### src/rtl/bmp_pkg.sv
// ----------------------------------------------------------------------------
// bmp_pkg
// Constants and types shared by the binomial-mod-prime unit.
// ----------------------------------------------------------------------------
package bmp_pkg;

    localparam int VAL_W    = 30;
    localparam int K_W      = 12;
    localparam int RED_W    = 32;
    localparam int CNT_W    = 5;
    localparam int KCMP_W   = 17;

    localparam logic [VAL_W-1:0]  PRIME    = 30'd998244353;
    localparam logic [RED_W-1:0]  PRIME_W  = 32'd998244353;
    localparam logic [RED_W-1:0]  PRIME_X2 = 32'd1996488706;
    localparam logic [VAL_W-1:0]  INV_EXP  = 30'd998244351;
    localparam logic [CNT_W-1:0]  LAST_BIT = 5'd29;
    localparam logic [KCMP_W-1:0] MAX_K    = 17'd4096;

    typedef logic [VAL_W-1:0] val_t;

    typedef struct packed {
        logic start;
        val_t a;
        val_t b;
    } mul_req_t;

    typedef struct packed {
        logic done;
        val_t prod;
    } mul_rsp_t;

endpackage

### src/rtl/bmp_in_if.sv
// ----------------------------------------------------------------------------
// bmp_in_if
// Request channel: upper and lower binomial arguments.
// ----------------------------------------------------------------------------
interface bmp_in_if;
    logic        valid;
    logic        ready;
    logic [29:0] top;
    logic [11:0] choose;

    modport source (output valid, output top, output choose, input ready);
    modport sink   (input valid, input top, input choose, output ready);
endinterface

### src/rtl/bmp_out_if.sv
// ----------------------------------------------------------------------------
// bmp_out_if
// Result channel: binomial coefficient modulo the prime.
// ----------------------------------------------------------------------------
interface bmp_out_if;
    logic        valid;
    logic        ready;
    logic [29:0] binom;

    modport source (output valid, output binom, input ready);
    modport sink   (input valid, input binom, output ready);
endinterface

### src/rtl/bmp_mod_mul.sv
// ----------------------------------------------------------------------------
// bmp_mod_mul
// Bit-serial modular multiplier: one bit of b per cycle, MSB first,
// Horner accumulation with reduction below the prime each step.
// ----------------------------------------------------------------------------
module bmp_mod_mul (
    input  logic              clk,
    input  logic              rst_n,
    input  bmp_pkg::mul_req_t req,
    output bmp_pkg::mul_rsp_t rsp
);

    logic                      busy_reg, busy_next;
    logic                      done_reg, done_next;
    logic [bmp_pkg::CNT_W-1:0] cnt_reg, cnt_next;
    bmp_pkg::val_t             a_reg, a_next;
    bmp_pkg::val_t             b_reg, b_next;
    bmp_pkg::val_t             acc_reg, acc_next;

    logic [bmp_pkg::RED_W-1:0] sum;
    logic [bmp_pkg::RED_W-1:0] red;

    always_comb
    begin
        sum = {1'b0, acc_reg, 1'b0}
            + (b_reg[bmp_pkg::VAL_W-1] ? {2'b00, a_reg} : '0);
        if (sum >= bmp_pkg::PRIME_X2)
        begin
            red = sum - bmp_pkg::PRIME_X2;
        end
        else if (sum >= bmp_pkg::PRIME_W)
        begin
            red = sum - bmp_pkg::PRIME_W;
        end
        else
        begin
            red = sum;
        end
    end

    always_comb
    begin
        busy_next = busy_reg;
        done_next = 1'b0;
        cnt_next  = cnt_reg;
        a_next    = a_reg;
        b_next    = b_reg;
        acc_next  = acc_reg;
        if (req.start && !busy_reg)
        begin
            busy_next = 1'b1;
            cnt_next  = bmp_pkg::LAST_BIT;
            a_next    = req.a;
            b_next    = req.b;
            acc_next  = '0;
        end
        else if (busy_reg)
        begin
            acc_next = red[bmp_pkg::VAL_W-1:0];
            b_next   = {b_reg[bmp_pkg::VAL_W-2:0], 1'b0};
            cnt_next = cnt_reg - 1'b1;
            if (cnt_reg == '0)
            begin
                busy_next = 1'b0;
                done_next = 1'b1;
            end
        end
    end

    always_ff @(posedge clk or negedge rst_n)
    begin
        if (!rst_n)
        begin
            busy_reg <= 1'b0;
            done_reg <= 1'b0;
            cnt_reg  <= '0;
        end
        else
        begin
            busy_reg <= busy_next;
            done_reg <= done_next;
            cnt_reg  <= cnt_next;
        end
    end

    always_ff @(posedge clk)
    begin
        a_reg   <= a_next;
        b_reg   <= b_next;
        acc_reg <= acc_next;
    end

    assign rsp.done = done_reg;
    assign rsp.prod = acc_reg;

endmodule

### src/rtl/binomial_mod_prime_unit.sv
// ----------------------------------------------------------------------------
// binomial_mod_prime_unit
// C(top, choose) modulo 998244353 on one shared bit-serial multiplier.
//
// req carries top and choose; rsp returns binom, one item per request.
// Items are handled one at a time: req.ready is high while the sequencer
// is idle, and a new item may be taken while the previous result still
// waits in the output register.
// Each modular multiplication runs on the bit-serial unit as an issue,
// 30 bit steps and a completion. An item costs two multiplications per
// factor plus 57 for the Fermat inversion and one final product.
// choose > top, or choose at or beyond the bound, skips the arithmetic
// and gives 0. choose = 0 skips the factor loop and gives 1.
// Reset returns the sequencer to idle and empties the output register;
// nothing else needs clearing.
// When rsp.ready is low the finished result is held; a further finished
// result waits in the sequencer until the output register frees.
// ----------------------------------------------------------------------------
module binomial_mod_prime_unit (
    input  logic             clk,
    input  logic             rst_n,
    bmp_in_if.sink           req,
    bmp_out_if.source        rsp
);

    localparam logic [2:0] S_IDLE = 3'd0;
    localparam logic [2:0] S_NUM  = 3'd1;
    localparam logic [2:0] S_DEN  = 3'd2;
    localparam logic [2:0] S_POWM = 3'd3;
    localparam logic [2:0] S_POWS = 3'd4;
    localparam logic [2:0] S_FIN  = 3'd5;
    localparam logic [2:0] S_DONE = 3'd6;

    logic [2:0]                state_reg, state_next;
    logic                      issued_reg, issued_next;
    logic                      ovalid_reg, ovalid_next;
    logic [bmp_pkg::K_W-1:0]   i_reg, i_next;
    logic [bmp_pkg::K_W-1:0]   k_reg, k_next;
    logic [bmp_pkg::CNT_W-1:0] bit_reg, bit_next;
    bmp_pkg::val_t             fac_reg, fac_next;
    bmp_pkg::val_t             num_reg, num_next;
    bmp_pkg::val_t             den_reg, den_next;
    bmp_pkg::val_t             acc_reg, acc_next;
    bmp_pkg::val_t             sq_reg, sq_next;
    bmp_pkg::val_t             exp_reg, exp_next;
    bmp_pkg::val_t             res_reg, res_next;
    bmp_pkg::val_t             binom_reg, binom_next;

    bmp_pkg::mul_req_t         mreq;
    bmp_pkg::mul_rsp_t         mrsp;

    logic [bmp_pkg::K_W:0]     i_inc;
    bmp_pkg::val_t             top_mod;
    logic                      refuse;

    bmp_mod_mul u_mul (
        .clk   (clk),
        .rst_n (rst_n),
        .req   (mreq),
        .rsp   (mrsp)
    );

    assign i_inc   = {1'b0, i_reg} + 1'b1;
    assign top_mod = (req.top >= bmp_pkg::PRIME) ? req.top - bmp_pkg::PRIME : req.top;
    assign refuse  = ({5'b0, req.choose} >= bmp_pkg::MAX_K)
                   || ({18'b0, req.choose} > req.top);

    always_comb
    begin
        mreq.start = 1'b0;
        mreq.a     = num_reg;
        mreq.b     = fac_reg;
        case (state_reg)
            S_NUM:
            begin
                mreq.a = num_reg;
                mreq.b = fac_reg;
            end
            S_DEN:
            begin
                mreq.a = den_reg;
                mreq.b = {{(bmp_pkg::VAL_W-bmp_pkg::K_W-1){1'b0}}, i_inc};
            end
            S_POWM:
            begin
                mreq.a = acc_reg;
                mreq.b = sq_reg;
            end
            S_POWS:
            begin
                mreq.a = sq_reg;
                mreq.b = sq_reg;
            end
            S_FIN:
            begin
                mreq.a = num_reg;
                mreq.b = acc_reg;
            end
            default:
            begin
                mreq.a = num_reg;
                mreq.b = fac_reg;
            end
        endcase
        if (!issued_reg && (state_reg inside {S_NUM, S_DEN, S_POWS, S_FIN}
            || (state_reg == S_POWM && exp_reg[0])))
        begin
            mreq.start = 1'b1;
        end
    end

    assign req.ready = (state_reg == S_IDLE);
    assign rsp.valid = ovalid_reg;
    assign rsp.binom = binom_reg;

    always_comb
    begin
        state_next  = state_reg;
        issued_next = issued_reg;
        ovalid_next = ovalid_reg;
        i_next      = i_reg;
        k_next      = k_reg;
        bit_next    = bit_reg;
        fac_next    = fac_reg;
        num_next    = num_reg;
        den_next    = den_reg;
        acc_next    = acc_reg;
        sq_next     = sq_reg;
        exp_next    = exp_reg;
        res_next    = res_reg;
        binom_next  = binom_reg;

        if (rsp.valid && rsp.ready)
        begin
            ovalid_next = 1'b0;
        end
        if (mreq.start)
        begin
            issued_next = 1'b1;
        end

        case (state_reg)
            S_IDLE:
            begin
                if (req.valid)
                begin
                    i_next   = '0;
                    k_next   = req.choose;
                    bit_next = '0;
                    fac_next = top_mod;
                    num_next = 30'd1;
                    den_next = 30'd1;
                    acc_next = 30'd1;
                    sq_next  = 30'd1;
                    exp_next = bmp_pkg::INV_EXP;
                    res_next = '0;
                    if (refuse)
                    begin
                        state_next = S_DONE;
                    end
                    else if (req.choose == '0)
                    begin
                        state_next = S_POWM;
                    end
                    else
                    begin
                        state_next = S_NUM;
                    end
                end
            end
            S_NUM:
            begin
                if (mrsp.done)
                begin
                    issued_next = 1'b0;
                    num_next    = mrsp.prod;
                    fac_next    = (fac_reg == '0) ? bmp_pkg::PRIME - 1'b1 : fac_reg - 1'b1;
                    state_next  = S_DEN;
                end
            end
            S_DEN:
            begin
                if (mrsp.done)
                begin
                    issued_next = 1'b0;
                    den_next    = mrsp.prod;
                    i_next      = i_inc[bmp_pkg::K_W-1:0];
                    if (i_inc == {1'b0, k_reg})
                    begin
                        sq_next    = mrsp.prod;
                        state_next = S_POWM;
                    end
                    else
                    begin
                        state_next = S_NUM;
                    end
                end
            end
            S_POWM:
            begin
                if (!exp_reg[0] || mrsp.done)
                begin
                    issued_next = 1'b0;
                    if (exp_reg[0])
                    begin
                        acc_next = mrsp.prod;
                    end
                    state_next = (bit_reg == bmp_pkg::LAST_BIT) ? S_FIN : S_POWS;
                end
            end
            S_POWS:
            begin
                if (mrsp.done)
                begin
                    issued_next = 1'b0;
                    sq_next     = mrsp.prod;
                    exp_next    = {1'b0, exp_reg[bmp_pkg::VAL_W-1:1]};
                    bit_next    = bit_reg + 1'b1;
                    state_next  = S_POWM;
                end
            end
            S_FIN:
            begin
                if (mrsp.done)
                begin
                    issued_next = 1'b0;
                    res_next    = mrsp.prod;
                    state_next  = S_DONE;
                end
            end
            S_DONE:
            begin
                if (!ovalid_reg || rsp.ready)
                begin
                    ovalid_next = 1'b1;
                    binom_next  = res_reg;
                    state_next  = S_IDLE;
                end
            end
            default:
            begin
                state_next  = S_IDLE;
                issued_next = 1'b0;
            end
        endcase
    end

    always_ff @(posedge clk or negedge rst_n)
    begin
        if (!rst_n)
        begin
            state_reg  <= S_IDLE;
            issued_reg <= 1'b0;
            ovalid_reg <= 1'b0;
            i_reg      <= '0;
            bit_reg    <= '0;
        end
        else
        begin
            state_reg  <= state_next;
            issued_reg <= issued_next;
            ovalid_reg <= ovalid_next;
            i_reg      <= i_next;
            bit_reg    <= bit_next;
        end
    end

    always_ff @(posedge clk)
    begin
        k_reg     <= k_next;
        fac_reg   <= fac_next;
        num_reg   <= num_next;
        den_reg   <= den_next;
        acc_reg   <= acc_next;
        sq_reg    <= sq_next;
        exp_reg   <= exp_next;
        res_reg   <= res_next;
        binom_reg <= binom_next;
    end

endmodule
### src/flat_wrapper.sv
// flat-port wrapper written by rule: the top's interface ports become plain ports
module binomial_mod_prime_unit_flat 
  (clk, rst_n, req_valid, req_top, req_choose, req_ready, rsp_valid, rsp_binom, rsp_ready);
  bmp_in_if req_i ();
  bmp_out_if rsp_i ();
  input  logic clk;
  input  logic rst_n;
  input wire logic [$bits(req_i.valid)-1:0] req_valid;
  input wire logic [$bits(req_i.top)-1:0] req_top;
  input wire logic [$bits(req_i.choose)-1:0] req_choose;
  output wire logic [$bits(req_i.ready)-1:0] req_ready;
  output wire logic [$bits(rsp_i.valid)-1:0] rsp_valid;
  output wire logic [$bits(rsp_i.binom)-1:0] rsp_binom;
  input wire logic [$bits(rsp_i.ready)-1:0] rsp_ready;
  assign req_i.valid = req_valid;
  assign req_i.top = req_top;
  assign req_i.choose = req_choose;
  assign req_ready = req_i.ready;
  assign rsp_valid = rsp_i.valid;
  assign rsp_binom = rsp_i.binom;
  assign rsp_i.ready = rsp_ready;
  binomial_mod_prime_unit u_core (.clk(clk), .rst_n(rst_n), .req(req_i), .rsp(rsp_i));
endmodule
### config.mk
export PLATFORM = sky130hd
export DESIGN_NAME = binomial_mod_prime_unit_flat
export DESIGN_NICKNAME = d
export VERILOG_FILES = /design/src/rtl/bmp_pkg.sv /design/src/rtl/bmp_in_if.sv /design/src/rtl/bmp_out_if.sv /design/src/rtl/bmp_mod_mul.sv /design/src/rtl/binomial_mod_prime_unit.sv /design/src/flat_wrapper.sv
export SDC_FILE = /design/constraint.sdc
export NUM_CORES = 1
export LEC_CHECK = 0
export BUFFER_PORTS_ARGS = -buffer_cell sky130_fd_sc_hd__buf_4
export CAP_MARGIN = 40
export CORE_MARGIN = 2
export CORE_UTILIZATION = 42
export CTS_CLUSTER_SIZE = 25
export DETAILED_ROUTE_END_ITERATION = 7
export PLACE_DENSITY = 0.69
export SLEW_MARGIN = 20
export SYNTH_ARGS = -nofsm -noshare
export SYNTH_HDL_FRONTEND = slang
export SYNTH_SLANG_ARGS = --single-unit
### constraint.sdc
create_clock -name clk -period 11.2 [get_ports clk]
set_clock_uncertainty 0.2 [all_clocks]
set_input_delay 1.68 -clock clk [delete_from_list [all_inputs] [get_ports clk]]
set_output_delay 1.68 -clock clk [all_outputs]
set_load 0.01 [all_outputs]
==> out/metrics.yaml <==
synth:
  ys_ff_latch: 371
  avgSynthCellArea_um2: 10.5
  async_flop_share_pct: 7.82
  synthMuxAreaShare_pct: 0.201
  syn-instance-count: 1960
  syn-cell-area_mm2: 0.0205
  synth_area_leaders: "edfxtp_1, nand2_1, dfrtp_1"
  mappedNetlistNets: 2061
  synth_compound_area_share_pct: 17.4
  synth_xor_area_share_pct: 5.17
  synth-adder-area-share_pct: 3.39
  yosysWarnings: 0
  synth_common_cells: "edfxtp_1, nand2_1, o21ai_0"
  synth_area_leader_cell: "edfxtp_1"
  synth_cell_types: 97
  synth_top_family_by_area: "simple AND/OR/NAND/NOR gates"
  synth.most_common_cell: "edfxtp_1"
  synth_top_area_share_pct: 45.7
  yosys.area_share.simple_pct: 18.5
  synth_ff_type: "edfxtp_1"
  synth_edf_count: 312
  ys_seq_area_share_pct: 52.2
critical_path:
  crit_arrival_ps: 5810
  crit_chain: "buf_16, and2_1, ha_1, inv_1, fa_1, nand2b_1, a21oi_1, o21ai_1, xor2_1, nand4_1, a211oi_1, nand4_1, a211oi_4, o22ai_2, nand3_1, xor2_1, a21oi_1"
  r2r_cells: 17
  cpPeakStageDelay_ps: 710
  end_kind: "flop"
  worstPathMaxFanout: 23
  critPathBufInv: 2
  critical-path-top-delay-family: "compound AO/OA/AOI/OAI gates"
  r2r-end: "u_core.u_mul.acc_reg[11]$_SDFFE_PP0P_"
  critPathRequiredTime_ps: 11420
  crit_path_top_delay_cell: "a211oi_1"
  r2r_setup_slack_ps: 5620
  reg2reg_from: "u_core.u_mul.b_reg[29]$_DFFE_PP_"
  cp-start-kind: "flop"
  path_class: "flop to flop"
power:
  ir_drop_v: 0.000138
  p_leak_nw: 8.25
  p_per_area_mw_per_mm2: 298
hold_path:
  holdCritPathClass: "flop to flop"
  worstHoldStart: "u_core.res_reg[22]$_SDFFCE_PN0P_"
  hold_depth: 0
  hold_end: "u_core.rsp.binom[22]$_DFFE_PP_"
sta:
  fin_crit_sh_pct: 49.8
  rsz0062_at_grt: "false"
  holdWs_ps: 207
  finalHoldViolCount: 0
  layout_min_cycle_time_ps: 5580
  setup_tns_ps: 0
  setup_viol: 0
  maxSlewViolCount: 0
  worst_pin_slew_ps: 862
  max_slew_margin_pct: 42.5
  clock.fmax_ghz: 0.179
placement:
  io_buffers: 77
  hpwl_um: 39500
  place_area_mm2: 0.0218
  gp_congestion: 0.900
final_layout:
  drive_gt1_share_pct: 11.4
  design_area_mm2: 0.0233
  antenna_cells: 0
  syn_to_final_growth_pct: 13.5
  nets: 2097
  multi_input_area_mm2: 0.00922
  seq_area_mm2: 0.0107
  fillers: 4293
die:
  fp-row-count: 80
  die_w_um: 225
  core_area_mm2: 0.0479
  die-area_mm2: 0.0506
  initial_utilization_pct: 42.7
  dieHeight_um: 225
  io_pins: 78
clocking:
  cts_resized: 0
  cts_sinks: 371
  tritoncts: "built"
  post-cts-setup-buffers: 0
  hold_buffers: 0
  cts_made_buffers: 44
  cts_buffer_depth: 3
  root_buffer: "clkbuf_16"
  clk_latency_ps: 590
  ctsHtreeMaxLevel: 2
  path_clk_slew_ps: 60
route:
  via_per_inst: 6.05
  detail-route-antenna-nets: 0
  num_vias: 16000
  wl_um: 57600
  drtIter0Drc: 1715
  route.detailed.drc: 0
  firstDrtPassIters: 5
  route.detailed.wl_per_inst_um: 21.8
global_route:
  antenna_found_initial: 0
  grt_max_degree: 76
  grt_first_pass_wirelength_um: 89100
  grt-ovfl-total: 0
  grt_pass1_vias: 15400
  grt_usage_pct: 22.6
job:
  maxCapViolCount: 0
run_status:
  status: "finished clean"
[through the flow]
stage               instances  total power, mW  utilization [%]  setup WS [ps]
global route             2645             7.32             48.5           5190
global placement         2552             5.36             45.0           5590
detailed placement       2563             5.48             45.5           5780
finish                   2645             6.92             48.5           5620
floorplan                1960             4.46                -           6570
CTS                      2643             6.90             48.4           5770
[cell families after synthesis]
| kind of cell | Yosys count |
|---|---|
| AO/OA/AOI/OAI | 530 |
| multiplexers | 4 |
| flip-flops | 371 |
| buffers and inverters | 163 |
| XOR/XNOR | 121 |
| AND/OR/NAND/NOR | 716 |
| adder cells (fa/ha/maj) | 55 |
[cell type report]
| class | count | area share [%] |
|---|---|---|
| clock buffers | 62 | 5.38 |
| clock inverters | 18 | 0.726 |
| inverters | 43 | 0.694 |
| multi-input cells | 1426 | 39.7 |
| flip-flops and latches | 371 | 46.0 |
| well taps | 615 | 3.31 |
| repair buffers | 110 | 4.22 |
[report_power, final]
group,internal [mW],switching [mW],leakage [nW]
logic,1.15,2.04,4.10
registers,1.98,0.347,3.46
clock network,0.828,0.575,0.695
total,3.96,2.96,8.25
[routing by layer]
layer  vias up  track usage (%)  wire length [um]
li1       7394                -                 -
met1      7833             30.8             24500
met2       665             36.9             27300
met3       105             3.53              4070
met4         0             7.54              1720
met5         -                0                 0
[worst max path at each step]
| stage | startpoint | to | depth (start not counted) |
|---|---|---|---|
| after CTS | u_core.u_mul.b_reg[29]$_DFFE_PP_ | u_core.u_mul.acc_reg[11]$_SDFFE_PP0P_ | 17 |
| after global routing | u_core.u_mul.b_reg[29]$_DFFE_PP_ | u_core.u_mul.acc_reg[11]$_SDFFE_PP0P_ | 17 |
| after floorplan | u_core.i_reg[0]$_DFFE_PN0P_ | u_core.sq_reg[0]$_SDFFCE_PN1P_ | 9 |
| after global placement | u_core.u_mul.b_reg[29]$_DFFE_PP_ | u_core.u_mul.acc_reg[11]$_SDFFE_PP0P_ | 16 |
| after detailed placement | u_core.u_mul.b_reg[29]$_DFFE_PP_ | u_core.u_mul.acc_reg[11]$_SDFFE_PP0P_ | 17 |
| final | u_core.u_mul.b_reg[29]$_DFFE_PP_ | u_core.u_mul.acc_reg[11]$_SDFFE_PP0P_ | 17 |
[layout by cell type, fill, tap and decap left out, types with 46 or more instances in the layout]
cell type  count
buf_4         97
o22ai_1       52
a221oi_1      68
o21ai_0      127
and3_1        74
nor2b_1       58
a21oi_1       98
ha_1          54
edfxtp_1     312
xnor2_1       78
nor2_1        81
clkbuf_16     46
nand2_1      194
and2_1        93
Power figures use the tool's default switching activity.
